`config.mk`:
```
export PLATFORM = sky130hd
export DESIGN_NAME = wat_ctrl
export DESIGN_NICKNAME = d
export VERILOG_FILES = /design/src/rtl/wat_pkg.sv /design/src/rtl/wat_ctrl.sv
export VERILOG_INCLUDE_DIRS = /design/src /design/src/rtl
export SDC_FILE = /design/constraint.sdc
export NUM_CORES = 1
export LEC_CHECK = 0
export ABC_AREA = 1
export BUFFER_PORTS_ARGS = -buffer_cell sky130_fd_sc_hd__buf_2
export CAP_MARGIN = 40
export CORE_AREA = 4 4 41 43
export CTS_BUF_LIST = sky130_fd_sc_hd__clkbuf_2 sky130_fd_sc_hd__clkbuf_4 sky130_fd_sc_hd__clkbuf_8
export DETAILED_ROUTE_END_ITERATION = 12
export DIE_AREA = 0 0 45 47
export PLACE_DENSITY_LB_ADDON = 0.25
export SYNTH_ARGS = -nofsm -noshare
export SYNTH_HDL_FRONTEND = slang
export SYNTH_SLANG_ARGS = --single-unit
```
`constraint.sdc`:
```
create_clock -name clock -period 2.6 [get_ports clock]
set_input_delay 0 -clock clock [delete_from_list [all_inputs] [get_ports clock]]
set_output_delay 0 -clock clock [all_outputs]
set_load 0.03 [all_outputs]
```
`src/rtl/assert_macros.svh`:
```
`ifndef ASSERT_MACROS_SVH
`define ASSERT_MACROS_SVH

// same-cycle implication, clocked on clock, off during reset
`define WAT_ASSERT_IMPL(lbl, ante, cons) \
   lbl: assert property (@(posedge clock) disable iff (reset) (ante) |-> (cons)) \
      else $error("assertion failed");

// next-cycle implication, clocked on clock, off during reset
`define WAT_ASSERT_NEXT(lbl, ante, cons) \
   lbl: assert property (@(posedge clock) disable iff (reset) (ante) |=> (cons)) \
      else $error("assertion failed");

`endif

```
`src/rtl/wat_pkg.sv`:
```
`default_nettype none
package wat_pkg;

   localparam int MH_W   = 6;
   localparam int TAU_W  = 14;
   localparam int OMG_W  = 16;
   localparam int HC_W   = 6;
   localparam int QBITS  = 16;
   localparam int QIDX_W = 4;
   localparam int DK_W   = 5;

   localparam logic [TAU_W-1:0] TAU_ONE   = 14'd256;
   localparam logic [TAU_W-1:0] TAU_MAX   = 14'd16383;
   localparam logic [QBITS-1:0] TAU_SAT_Q = 16'd16127;
   localparam logic [OMG_W-1:0] ONE_Q15   = 16'd32768;
   localparam logic [MH_W-1:0]  MH_RESET  = 6'd2;
   localparam logic [23:0]      OMG_NUM   = 24'h800000;

   localparam logic [1:0] PASS_SUM = 2'd0;
   localparam logic [1:0] PASS_DEV = 2'd1;
   localparam logic [1:0] PASS_COV = 2'd2;

   typedef struct packed {
      logic       push;
      logic       pass_start;
      logic [1:0] pass_kind;
      logic       lag_first;
      logic       lag_next;
      logic       acc_add;
      logic       tau_one;
      logic       div_tau;
      logic       div_omega;
      logic       tau_load;
      logic       load_out;
   } cmd_type;

   typedef struct packed {
      logic pass_busy;
      logic div_busy;
      logic var_zero;
      logic cov_pos;
      logic lag_last;
      logic est;
   } stat_type;

endpackage
`default_nettype wire

```
`src/rtl/wat_ctrl.sv`:
```
`default_nettype none
`include "assert_macros.svh"
module wat_ctrl (
   input  logic              clock,
   input  logic              reset,
   input  logic              req_valid,
   output logic              req_ready,
   output logic              rsp_valid,
   input  logic              rsp_ready,
   input  wat_pkg::stat_type stat,
   output wat_pkg::cmd_type  cmd
);
   import wat_pkg::*;

   localparam logic [3:0] S_IDLE   = 4'd0;
   localparam logic [3:0] S_PUSH   = 4'd1;
   localparam logic [3:0] S_SUMW   = 4'd2;
   localparam logic [3:0] S_DEVW   = 4'd3;
   localparam logic [3:0] S_VCHK   = 4'd4;
   localparam logic [3:0] S_COVS   = 4'd5;
   localparam logic [3:0] S_COVW   = 4'd6;
   localparam logic [3:0] S_COVCHK = 4'd7;
   localparam logic [3:0] S_TAUS   = 4'd8;
   localparam logic [3:0] S_TAUW   = 4'd9;
   localparam logic [3:0] S_OMS    = 4'd10;
   localparam logic [3:0] S_OMW    = 4'd11;
   localparam logic [3:0] S_OUT    = 4'd12;

   logic [3:0] state_ff, state_in;
   logic       rsp_valid_ff, rsp_valid_in;

   assign req_ready = (state_ff == S_IDLE);
   assign rsp_valid = rsp_valid_ff;

   always_comb begin
      cmd      = '0;
      state_in = state_ff;
      unique case (state_ff)
         S_IDLE: begin
            if (req_valid) begin
               cmd.push = 1'b1;
               state_in = S_PUSH;
            end
         end
         S_PUSH: begin
            cmd.pass_start = 1'b1;
            cmd.pass_kind  = PASS_SUM;
            state_in       = S_SUMW;
         end
         S_SUMW: begin
            if (!stat.pass_busy) begin
               cmd.pass_start = 1'b1;
               cmd.pass_kind  = PASS_DEV;
               state_in       = S_DEVW;
            end
         end
         S_DEVW: begin
            if (!stat.pass_busy) state_in = S_VCHK;
         end
         S_VCHK: begin
            if (stat.var_zero) begin
               cmd.tau_one = 1'b1;
               state_in    = S_OMS;
            end else begin
               cmd.lag_first = 1'b1;
               state_in      = S_COVS;
            end
         end
         S_COVS: begin
            cmd.pass_start = 1'b1;
            cmd.pass_kind  = PASS_COV;
            state_in       = S_COVW;
         end
         S_COVW: begin
            if (!stat.pass_busy) state_in = S_COVCHK;
         end
         S_COVCHK: begin
            cmd.acc_add = stat.cov_pos;
            if (stat.cov_pos && !stat.lag_last) begin
               cmd.lag_next = 1'b1;
               state_in     = S_COVS;
            end else begin
               state_in = S_TAUS;
            end
         end
         S_TAUS: begin
            cmd.div_tau = 1'b1;
            state_in    = S_TAUW;
         end
         S_TAUW: begin
            if (!stat.div_busy) begin
               cmd.tau_load = 1'b1;
               state_in     = S_OMS;
            end
         end
         S_OMS: begin
            if (stat.est) begin
               cmd.div_omega = 1'b1;
               state_in      = S_OMW;
            end else begin
               state_in = S_OUT;
            end
         end
         S_OMW: begin
            if (!stat.div_busy) state_in = S_OUT;
         end
         S_OUT: begin
            if (!rsp_valid_ff || rsp_ready) begin
               cmd.load_out = 1'b1;
               state_in     = S_IDLE;
            end
         end
         default: state_in = S_IDLE;
      endcase
   end

   assign rsp_valid_in = cmd.load_out ? 1'b1 : (rsp_valid_ff && !rsp_ready);

   always_ff @(posedge clock) begin
      if (reset) begin
         state_ff     <= S_IDLE;
         rsp_valid_ff <= 1'b0;
      end else begin
         state_ff     <= state_in;
         rsp_valid_ff <= rsp_valid_in;
      end
   end

   `WAT_ASSERT_NEXT(a_accept_blocks, req_valid && req_ready, !req_ready)
   `WAT_ASSERT_NEXT(a_load_sets_valid, cmd.load_out, rsp_valid)
   `WAT_ASSERT_NEXT(a_div_runs, cmd.div_tau || cmd.div_omega, stat.div_busy)
   `WAT_ASSERT_IMPL(a_load_when_free, cmd.load_out && rsp_valid, rsp_ready)

endmodule
`default_nettype wire

```
; Yosys cells after proc, flatten, opt, wreduce, memory -nomap -nowiden
; Cells that the tools add are included.
[word_totals]
latchBits = 0
elab_cells = 58
romBits = 0
memories = 0
mem_bits_rw = 0
input_bits = 10
reg_bits = 5
[classes]
div_mod_pow = 0
eq_ne = 19
reduce_logical = 8
bitwise = 0
mux = 29
order_cmp = 0
n_addsub = 0
shift = 0
n_mul = 0
[ops]
columns = cell, count
row1 = $pmux W4 S13, 1
row2 = $mux W4, 9
row3 = $eq A4 B4 Y1 const B, 5
row4 = $eq A4 B3 Y1 const B, 4
row5 = $mux W1, 15
row6 = $ne A2 B2 Y1 const B, 7
row7 = $pmux W3 S3, 1
row8 = $eq A4 B2 Y1 const B, 2
row9 = $reduce_and A7 Y1, 1
row10 = $mux W3, 2
row11 = $eq A4 B1 Y1 const B, 1
row12 = $logic_not A4 Y1, 1
row13 = $logic_not A1 Y1, 3
row14 = $logic_and A1 B1 Y1, 2
row15 = $mux W2, 1
row16 = $logic_or A1 B1 Y1, 1

; Logic depth before layout (Yosys ltp)
; Gate-level depths: netlist of run 1.
[depth]
ltp_word = 5
depth_mapped = 9
mapped_depth_nobuf = 8

; Worst setup path after synthesis of run 1
; Ideal clock, no wire load.
[synth_path]
path_kind = register to output
startpoint = register state_ff[0]
endpoint = output cmd[1] (netlist bit)
n_path_buf = 0
path_slack_ps = 1030
stages_incl_launch_ff = 5
t_arrival_ps = 1570
path_cell_list = dfxtp_1 -> inv_1 -> nor2_1 -> inv_1 -> nor4_1
[synth_lines]
columns = item, line_no
row1 = start: declaration, wat_ctrl.sv:29  ; logic [3:0] state_ff, state_in;
row2 = start signal: assignment, wat_ctrl.sv:124  ; state_ff <= state_in;
row3 = end: declaration, wat_ctrl.sv:11  ; output wat_pkg::cmd_type cmd

==> summary.md, run 1 <==
| Metric | Value |
|---|---|
| Outcome | finished, final reports clean |
| Maximum clock insertion buffer count | 2 |
| Mapped Nets | 101 |
| Vias per std cell | ~4.8 |
| Initial core utilization | 0.387 |
| CTS root buffer | clkbuf_4 |
| Drt pass-1 iters | 4 |
| Hold crit path type | primary input to register |
| Max-cap violations | 0 |
| Overall overflow remaining after global route | 0 |
| Min-delay src | rsp_ready |
| Cts repair resizes | 0 |
| Number of enable flip-flop cells after synthesis | 0 |
| Post-Route Setup TNS | 0 ns |
| Fin crit share | 0.563 |
| Clk sink count | 5 |
| Crit. End Element | output pin |
| Ys flop type | dfxtp_1 |
| Async set-reset flop share out of synthesis | 0 |
| WP data arrival | approximately 1.5 ns |
| TritonCTS buffer count | 3 |
| Slew headroom | 0.756 |
| Worst path required time | 2.60 ns |
| Non-filler cells in the finished layout | approximately 130 |
| FF+latch count, synth | 5 |
| Post-CTS setup repair buffer count | 0 |
| Port bufs | 23 |
| First-pass GRT wire length | between 2000 and 2500 um |
| Pre-CTS setup slack | 1.26 ns |
| Area Growth Syn to Fin | 33.1% |
| Drt drc | 0 |
| Worst IR Drop VDD | 0.400 mV |
| Crit path from | state_ff[0]$_SDFFE_PP0P_ |
| GPL Wtd Cong | 0.899 |
| Tot Pwr | 0.545 mW |
| Die ar. | about 2100 um2 |
| Vias | ~630 |
| # diodes | 0 |
| Reg2Reg Launch Point | state_ff[2]$_SDFFE_PP0P_ |
| Synth cell types | 18 |
| Sequential fraction of the synthesis area | 0.199 |
| Top post-synthesis cells by area | dfxtp_1, nand2_1, inv_1 |
| Die W | roughly 45 um |
| Fin. Hold Viols | 0 |
| Tightest Pin Transition | 0.365 ns |
| Final setup fails | 0 |
| Top-count cell post-synth | nand2_1 |
| Post-cts hold buffer count | 1 |
| Fillers | about 150 |
| DRT antenna net count | 0 |
| Largest area contributor in the synthesized netlist | dfxtp_1 |
| Max Clk Rate | 0.683 GHz |
| DR iter-0 viols | 12 |
| Post-route minimum period | ~1.5 ns |
| RSZ-0062 raised after global routing | false |
| Count of pins over their slew limit | 0 |
| Final net count | between 100 and 150 |
| Chip height | 47 um |
| Total GRT Usage | 0.147 |
| Routed wire length | 1340 um |
| Yosys Warn Count | 0 |
| Layout cells sized above 1 | 0.322 |
| Core Box Area | 1300 um2 |
| # rows | 13 |
| Placed insts | 128 |
| CTS tree | yes |
| IO Pins | 24 |
| Post-Syn Area | approximately 500 um2 |
| PD cells | around 810 nW/um2 |
| CP max FO | 7 |
| Crit path kind | register to output pin |
| Routed len/inst | 10.0 um |
| Final Skew | between 0.00004 and 0.00005 ns |
| Average size of a mapped cell | about 5.5 um2 |
| H-tree Lvls | 1 |
| Vias in the first global route | just under 600 |
| Setup crit start kind | register |
| Initial antenna violation count | 0 |
| CTS clk-pin slew, worst paths | ~0.040 ns |
| Clk_lat worst skew | approximately 0.24 ns |
| Final worst slack | approximately 1.1 ns |
| Top post-synthesis cells by count | nand2_1, inv_1, nor2_1 |
| Post-DP HPWL | between 1000 and 1500 um |
| Synth Instances | 91 |
| Pin count of the biggest net entering global routing | 10 |
| Top-area cell type share of the netlist area | 0.199 |
| Static leakage | ~0.42 nW |
-- logic make-up (layout without fill, tap and decap cells) --
logic type | count (synthesis) | in the layout | synth area share
compound gates | 9 | 9 | 0.0920
flops | 5 | 5 | 0.199
simple gates | 57 | 57 | 0.552
buf+inv | 20 | 47 | 0.157
-- sequential cells by signal (all words and copies together) (netlist names) --
signal,flops
rsp_valid,1
state_ff,4
-- per-layer routing --
metal	routed length (um)	up-vias	GRT usage
met5	0	-	0
met4	15	0	0.0351
met3	97	2	0.0460
met2	602	21	0.218
met1	620	274	0.207
li1	-	336	-
-- worst max-delay path, stage by stage (launching register included) --
cell and delay (ns):
dfxtp_1 0.47, inv_1 0.11, nor2_1 0.14, inv_1 0.09
nor4_1 0.17, buf_2 0.24
-- path summary, 6_finish.rpt --
| kind | endpoint | slack (ns) | cells past startpoint |
|---|---|---|---|
| worst max-delay path | cmd[1] | 1.14 | 5 |
| worst min-delay path | rsp_valid$_SDFF_PP0_ | 0.05 | 4 |
| worst max register to register | state_ff[0]$_SDFFE_PP0P_ | 1.25 | 8 |
| worst min register to register | rsp_valid$_SDFF_PP0_ | 0.55 | 4 |
-- report_power, final --
group / switching, mW / internal, mW
clock: 0.0289 / 0.0682
combinational: 0.216 / 0.104
sequential: 0.0345 / 0.0925
total: 0.280 / 0.265
-- final cells by class --
type / instances / area [um2] / area share
Clock buffer: 4 / 30.0 / 0.0449
Inverter: 19 / 71.3 / 0.107
Multi-Input combinational cell: 66 / 324 / 0.484
Sequential cell: 5 / 100 / 0.150
Tap cell: 15 / 18.8 / 0.0280
Timing Repair Buffer: 24 / 125 / 0.187
-- through the flow --
step / instance area [um2] / util / hold slack (ns)
after floorplan: 503 / - / 0.0691
after global placement: 629 / 0.484 / 0.230
after detailed placement: 629 / 0.484 / 0.230
after CTS: 669 / 0.514 / 0.0433
after global routing: 669 / 0.514 / 0.0736
final: 669 / 0.514 / 0.0488
-- cell usage in the layout (no fill, tap or decap), types with 4 or more instances in the layout --
master / count
nand3_1: 7
buf_2: 23
nand2_1: 24
nor2_1: 12
dfxtp_1: 5
a21oi_1: 6
inv_1: 17
nor2_2: 4
clkbuf_4: 4
(Power assumes the default switching activity.)
==> run 2: changes to the inputs <==
--- a/config.mk
+++ b/config.mk
@@ -6,7 +6,7 @@
 export SDC_FILE = /design/constraint.sdc
 export NUM_CORES = 1
 export LEC_CHECK = 0
-export ABC_AREA = 1
+export ABC_AREA = 0
 export BUFFER_PORTS_ARGS = -buffer_cell sky130_fd_sc_hd__buf_2
 export CAP_MARGIN = 40
 export CORE_AREA = 4 4 41 43
==> constraint.sdc (replaced) <==
create_clock -name clock -period 1.23 [get_ports clock]
set_input_delay 0 -clock clock [delete_from_list [all_inputs] [get_ports clock]]
set_output_delay 0 -clock clock [all_outputs]
set_load 0.03 [all_outputs]
==> run 2 against run 1 <==
Effect of this change: the run now ends with negative setup slack left; non-clock buffer count rose by 27; cell count rose by 0.75%; sequential cell count did not move; sequential share of layout area fell by 5.2 points; via count rose by 22%; worst setup slack got worse by 1.4 ns; cell area rose by 65%; synthesized cell count fell by 25%; global-route usage rose by 7.9 points; largest cell class unchanged; largest power group unchanged; highest routed layer unchanged.
==> summary.md, run 2 <==
| Metric | Value |
|---|---|
| Outcome | finished with violations (was finished, final reports clean) |
| Failing checks | negative setup slack |
| Chip height | 47 um (unchanged) |
| Total GRT Usage | 0.226 (was 0.147) |
| CTS clk-pin slew, worst paths | 0.05 ns (was 0.04 ns) |
| PD cells | 2460 nW/um2 (was 814 nW/um2) |
| Clk sink count | 5 (unchanged) |
| CP max FO | 5 (was 7) |
| Area of the multi-input gates | 500 um2 (was 324 um2) |
| Post-route minimum period | 1.53 ns |
| Worst Hold Endpoint | rsp_valid$_SDFF_PP0_ (unchanged) |
| Max layer used | met4 (unchanged) |
| Post-Syn Area | 480 um2 (was 503 um2) |
| Maximum clock insertion buffer count | 2 (unchanged) |
| Final Skew | 0.00693 ns (was 0.0000446 ns) |
| Vias | 775 (was 633) |
| Top post-synthesis cells by area | dfxtp_1, a32oi_4, nor2b_1 (was dfxtp_1, nand2_1, inv_1) |
| Layout cells sized above 1 | 0.697 (was 0.322) |
| Synth Instances | 68 (was 91) |
| Drt drc | 0 (unchanged) |
| Placed insts | 116 (was 128) |
| Top register by number of flip-flops | state_ff (unchanged) |
| Final worst slack | -0.305 ns (was 1.14 ns) |
| Synth cell types | 30 (was 18) |
| Pre-CTS setup slack | -0.220 ns (was 1.26 ns) |
| Static leakage | 0.470 nW (was 0.418 nW) |
| Number of enable flip-flop cells after synthesis | 0 (unchanged) |
| # diodes | 0 (unchanged) |
| Overall overflow remaining after global route | 0 (unchanged) |
| RSZ-0062 raised after global routing | true (was false) |
| Largest area contributor in the synthesized netlist | dfxtp_1 (unchanged) |
| First-pass GRT wire length | 3370 um (was 2330 um) |
| Average size of a mapped cell | 7.07 um2 (was 5.53 um2) |
| Worst r2r dst | state_ff[2]$_SDFFE_PP0P_ (was state_ff[0]$_SDFFE_PP0P_) |
| Sequential fraction of the synthesis area | 0.208 (was 0.199) |
| CP peak stage delay | 0.55 ns (was 0.47 ns) |
| Vias per std cell | 5.78 (was 4.76) |
| Fillers | 71 (was 149) |
| Yosys Warn Count | 0 (unchanged) |
| CTS tree | yes (unchanged) |
| Count of pins over their slew limit | 0 (unchanged) |
| Pin count of the biggest net entering global routing | 10 (unchanged) |
| Mapped Nets | 78 (was 101) |
| Hold crit path type | primary input to register (unchanged) |
| IO Pins | 24 (unchanged) |
| WP data arrival | 1.67 ns (was 1.46 ns) |
| Setup crit start kind | register (unchanged) |
| Tightest Pin Transition | 0.302 ns (was 0.365 ns) |
| CTS root buffer | clkbuf_4 (unchanged) |
| Vias in the first global route | 757 (was 580) |
| Area Growth Syn to Fin | 130% (was 33.1%) |
| Ys flop type | dfxtp_1 (unchanged) |
| Most common cell after layout, fill and taps aside | buf_4 (was nand2_1) |
| H-tree Lvls | 1 (unchanged) |
| Slew headroom | 0.796 (was 0.756) |
| Routed wire length | 2330 um (was 1340 um) |
| Max reg flops | 4 (unchanged) |
| Final net count | 130 (was 129) |
| Routed wire length on met2 | 1140 um (was 602 um) |
| Die ar. | 2120 um2 (unchanged) |
| Min-delay src | rsp_ready (unchanged) |
| FF+latch count, synth | 5 (unchanged) |
| Top post-synthesis cells by count | nand2_1, nor2_1, dfxtp_1 (was nand2_1, inv_1, nor2_1) |
| Initial antenna violation count | 0 (unchanged) |
| DRT antenna net count | 0 (unchanged) |
| GPL Wtd Cong | 0.825 (was 0.899) |
| Max Clk Rate | between 0.6 and 0.7 GHz |
| R2R depth | 4 (was 8) |
| Clk_lat worst skew | 0.26 ns (was 0.24 ns) |
| Worst IR Drop VDD | 1.74 mV (was 0.400 mV) |
| Post-DP HPWL | 1260 um (was 1120 um) |
| R2r setup slk | -0.30 ns (was 1.25 ns) |
| Fin. Hold Viols | 0 (unchanged) |
| Port bufs | 23 (unchanged) |
| Number of cells on the worst hold path | 3 (was 4) |
| Most frequent cells in the layout | buf_4, buf_6, buf_2, nand2_1 (was nand2_1, buf_2, inv_1, nor2_1, nand3_1) |
| Reg2Reg Launch Point | state_ff[0]$_SDFFE_PP0P_ (was state_ff[2]$_SDFFE_PP0P_) |
| Fin util | 0.848 (was 0.514) |
| Crit path kind | register to register (was register to output pin) |
| Wl on met1 | 942 um (was 620 um) |
| Core Box Area | 1300 um2 (unchanged) |
| TritonCTS buffer count | 3 (unchanged) |
| Non-filler cells in the finished layout | 134 (was 133) |
| Fin crit share | 1.25 |
| Worst path required time | 1.36 ns (was 2.60 ns) |
| Initial core utilization | 0.369 (was 0.387) |
| Worst path slowest cell | or4bb_4 (was dfxtp_1) |
| Crit. End Element | register (was output pin) |
| DR iter-0 viols | 33 (was 12) |
| Top-area cell type share of the netlist area | 0.208 (was 0.199) |
| Crit-path cells | or4bb_4, a32oi_4, nand2_1, o311a_1 (was inv_1, nor2_1, inv_1, nor4_1, buf_2) |
| Async set-reset flop share out of synthesis | 0 (unchanged) |
| Max-cap violations | 0 (unchanged) |
| Final setup fails | 17 (was 0) |
| # rows | 13 (unchanged) |
| Register area | 108 um2 (was 100 um2) |
| Drt pass-1 iters | 4 (unchanged) |
| Die W | 45 um (unchanged) |
| Met3 Wirelength | 167 um (was 97 um) |
| Routed len/inst | 17.4 um (was 10.0 um) |
run 2: cell count changes after synthesis, moves of 3 or more:
cell	delta
nor2_2	-4
buf_2	+3
nand3_1	-3
inv_1	-15
nor2b_1	+4
nand2_1	-18
nor3_1	+4
nand2b_1	+3
nor2_1	-6
run 2: final cells by class:
cell class / count / share of cell area
Clock buffer: 4 / 0.0272
Multi-Input combinational cell: 55 / 0.454
Tap cell: 15 / 0.0170
Timing Repair Buffer: 51 / 0.391
Sequential cell: 5 / 0.0975
Inverter: 4 / 0.0136
run 2: stage by stage:
step	cell area, um2	hold WS, ns	total power, mW	TNS [ns]
floorplan	577	0.0388	1.31	-0.603
global placement	783	0.193	1.70	-0.461
detailed placement	783	0.193	1.73	-0.624
CTS	1050	0.0949	2.47	-1.09
global route	1100	0.191	2.85	-2.67
finish	1100	0.171	2.72	-1.90
run 2: worst max path at each step:
stage / start / to / cells after the start
4_1_cts: state_ff[0]$_SDFFE_PP0P_ / state_ff[2]$_SDFFE_PP0P_ / 4
5_1_grt: state_ff[0]$_SDFFE_PP0P_ / state_ff[0]$_SDFFE_PP0P_ / 6
2_1_floorplan: state_ff[0]$_SDFFE_PP0P_ / state_ff[2]$_SDFFE_PP0P_ / 4
3_5_place_dp: state_ff[0]$_SDFFE_PP0P_ / state_ff[2]$_SDFFE_PP0P_ / 4
3_3_place_gp: state_ff[0]$_SDFFE_PP0P_ / state_ff[2]$_SDFFE_PP0P_ / 4
6_report: state_ff[0]$_SDFFE_PP0P_ / state_ff[2]$_SDFFE_PP0P_ / 4
run 2: per-layer routing:
metal / vias up / GRT usage
li1: 357 / -
met1: 368 / 0.243
met2: 40 / 0.395
met3: 10 / 0.0613
met4: 0 / 0.135
met5: - / 0
run 2: logic make-up (layout without fill, tap and decap cells):
| group | after synthesis | in the layout | share of synthesized area |
|---|---|---|---|
| buf+inv | 8 | 59 | 0.0703 |
| simple gates | 38 | 38 | 0.445 |
| compound gates | 17 | 17 | 0.276 |
| flops | 5 | 5 | 0.208 |
run 2: power breakdown:
group | switching [mW] | internal (mW)
registers | 0.0971 | 0.237
logic | 1.06 | 1.10
clock network | 0.0844 | 0.146
total | 1.24 | 1.48
run 2: timing repair:
action,4_1_cts,5_1_grt
pin swaps,8,4
gates resized for setup,42,9
endpoints found under the hold margin,2,0
hold buffers,1,0
setup buffers,10,2
gates cloned,1,0
setup endpoints to repair,17,17
run 2: critical path, delay by kind of cell, from the launching register on:
kind               cells  cell delay (ns)
DFF                    1             0.34
and+or+nand+nor        2             0.67
AOI/OAI and AO/OA      2             0.40
==> run 3: changes to the inputs <==
--- a/config.mk
+++ b/config.mk
@@ -13,7 +13,7 @@
 export CTS_BUF_LIST = sky130_fd_sc_hd__clkbuf_2 sky130_fd_sc_hd__clkbuf_4 sky130_fd_sc_hd__clkbuf_8
 export DETAILED_ROUTE_END_ITERATION = 12
 export DIE_AREA = 0 0 45 47
-export PLACE_DENSITY_LB_ADDON = 0.25
+export PLACE_DENSITY = 0.68
 export SYNTH_ARGS = -nofsm -noshare
 export SYNTH_HDL_FRONTEND = slang
 export SYNTH_SLANG_ARGS = --single-unit
==> run 3 against run 2 <==
Effect of this change: the flow still finishes with violations (negative setup slack); worst hold slack worse by 0.025 ns; largest cell class unchanged; die area unchanged; sequential share of layout area rose by 0.83 points; largest power group unchanged; highest routed layer unchanged; first-iteration DRC count shrank 61%; sequential power up 2%; clock power fell by 3%; power fell by 12%.
==> summary.md, run 3 (same netlist as run 2, synthesis figures left out) <==
| Metric | Value |
|---|---|
| Vias | 708 (was 775) |
| Worst IR Drop VDD | 1.66 mV (was 1.74 mV) |
| Die ar. | 2120 um2 (unchanged) |
| Die W | 45 um (unchanged) |
| R2R depth | 4 (unchanged) |
| Fin crit share | 1.22 (was 1.25) |
| Initial core utilization | 0.369 (unchanged) |
| CTS clk-pin slew, worst paths | 0.05 ns (about the same) |
| Final setup fails | 10 (was 17) |
| Static leakage | 0.432 nW (was 0.470 nW) |
| Maximum clock insertion buffer count | 2 (unchanged) |
| # diodes | 0 (unchanged) |
| Clk sink count | 5 (unchanged) |
| Final worst slack | -0.271 ns (was -0.305 ns) |
| Final net count | 121 (was 130) |
| Hold crit path type | primary input to register (unchanged) |
| H-tree Lvls | 1 (unchanged) |
| PD cells | 2340 nW/um2 (was 2460 nW/um2) |
| Hold WS | 0.146 ns (was 0.171 ns) |
| Port bufs | 23 (unchanged) |
| Max-cap violations | 0 (unchanged) |
| IO Pins | 24 (unchanged) |
| Max reg flops | 4 (unchanged) |
| Crit path kind | register to register (unchanged) |
| Placed Area | 776 um2 (was 783 um2) |
| Worst r2r dst | state_ff[2]$_SDFFE_PP0P_ (unchanged) |
| Drt drc | 0 (unchanged) |
| Top register by number of flip-flops | state_ff (unchanged) |
| Fin util | 0.782 (was 0.848) |
| Drt pass-1 iters | 4 (unchanged) |
| Layout cells sized above 1 | 0.664 (was 0.697) |
| Area Growth Syn to Fin | 112% (was 130%) |
| Most common cell after layout, fill and taps aside | buf_4 (unchanged) |
| Crit-path cells | or4bb_4, a32oi_4, nand2_1, o311a_1 (unchanged) |
| Post-Route Setup TNS | -1.39 ns (was -1.90 ns) |
| CP peak stage delay | 0.55 ns (about the same) |
| RSZ-0062 raised after global routing | true (unchanged) |
| Post-route minimum period | 1.50 ns (was 1.53 ns) |
| Worst path required time | 1.36 ns (about the same) |
| CTS root buffer | clkbuf_4 (unchanged) |
| Clk_lat worst skew | 0.25 ns (was 0.26 ns) |
| Min-delay src | rsp_ready (unchanged) |
| # rows | 13 (unchanged) |
| CP max FO | 6 (was 5) |
| R2r setup slk | -0.27 ns (was -0.30 ns) |
| Worst path slowest cell | or4bb_4 (unchanged) |
| Vias in the first global route | 682 (was 757) |
| GPL Wtd Cong | 0.811 (was 0.825) |
| Final Skew | 0.00282 ns (was 0.00693 ns) |
| Initial antenna violation count | 0 (unchanged) |
| Final instance area | 1020 um2 (was 1100 um2) |
| Routed wire length | 1900 um (was 2330 um) |
| Core Box Area | 1300 um2 (unchanged) |
| DRT antenna net count | 0 (unchanged) |
| Worst Hold Endpoint | rsp_valid$_SDFF_PP0_ (unchanged) |
| Vias per std cell | 5.66 (was 5.78) |
| Tightest Pin Transition | 0.284 ns (was 0.302 ns) |
| Max Clk Rate | 0.666 GHz (was 0.652 GHz) |
| TritonCTS buffer count | 3 (unchanged) |
| WP data arrival | 1.64 ns (was 1.67 ns) |
| CTS tree | yes (unchanged) |
| Fin. Hold Viols | 0 (unchanged) |
| Post-DP HPWL | 1250 um (was 1260 um) |
| First-pass GRT wire length | 2840 um (was 3370 um) |
| Routed len/inst | 15.2 um (was 17.4 um) |
| Overall overflow remaining after global route | 0 (unchanged) |
| Crit. End Element | register (unchanged) |
| Reg2Reg Launch Point | state_ff[3]$_SDFFE_PP0P_ (was state_ff[0]$_SDFFE_PP0P_) |
| Setup crit start kind | register (unchanged) |
| Chip height | 47 um (unchanged) |
| Slew headroom | 0.811 (was 0.796) |
| Total GRT Usage | 0.188 (was 0.226) |
| Number of cells on the worst hold path | 3 (unchanged) |
| Count of pins over their slew limit | 0 (unchanged) |
| Outcome | finished with violations (unchanged) |
| Tot Pwr | 2.38 mW (was 2.72 mW) |
| Pin count of the biggest net entering global routing | 14 (was 10) |
| Most frequent cells in the layout | buf_4, buf_6, buf_2, nand2_1 (unchanged) |
| DR iter-0 viols | 13 (was 33) |
| Failing checks | negative setup slack (unchanged) |
run 3: worst max path at each step:
stage                                  start                  endpoint  slack (ns)  depth (start not counted)
detailed placement  state_ff[0]$_SDFFE_PP0P_  state_ff[2]$_SDFFE_PP0P_       -0.22                          4
CTS                 state_ff[0]$_SDFFE_PP0P_  state_ff[2]$_SDFFE_PP0P_       -0.23                          4
floorplan           state_ff[0]$_SDFFE_PP0P_  state_ff[2]$_SDFFE_PP0P_       -0.18                          4
finish              state_ff[3]$_SDFFE_PP0P_  state_ff[2]$_SDFFE_PP0P_       -0.27                          4
global route        state_ff[3]$_SDFFE_PP0P_  state_ff[2]$_SDFFE_PP0P_       -0.31                          4
global placement    state_ff[0]$_SDFFE_PP0P_  state_ff[2]$_SDFFE_PP0P_       -0.18                          4
run 3: final cells by class:
cell class | count | area (um2)
tap | 15 | 18.8
sequential | 5 | 108
clock buffer | 4 | 30.0
fill | 86 | 284
inverter | 4 | 17.5
multi-input combinational | 55 | 498
timing repair buffer | 42 | 345
run 3: power breakdown:
| group | internal, mW | switching [mW] |
|---|---|---|
| Combinational | 0.887 | 0.935 |
| Sequential | 0.238 | 0.103 |
| Clock | 0.145 | 0.0766 |
| Total | 1.27 | 1.11 |
run 3: per-stage QoR:
step           std cells  setup WS [ns]
6_report             125         -0.271
5_1_grt              125         -0.306
4_1_cts              124         -0.227
3_5_place_dp         115         -0.219
3_3_place_gp         115         -0.181
2_1_floorplan         68         -0.184
run 3: what timing repair did:
action / CTS / global route
setup buffers: 4 / 1
hold buffers: 1 / 0
gates cloned: 0 / 0
gates resized for setup: 26 / 21
hold endpoints to repair: 2 / 0
setup endpoints to repair: 17 / 17
pin swaps: 4 / 5
run 3: metal layers:
metal  global-route usage  part of all wire
met5                    0                 0
met4               0.0994             0.014
met3               0.0575             0.048
met2                0.336              0.52
met1                0.197              0.42
run 3: critical path: cells and delay by family, from the launching register on:
family,cells,cell delay [ns]
AO/OA/AOI/OAI,2,0.41
flip-flops,1,0.33
AND/OR/NAND/NOR,2,0.63
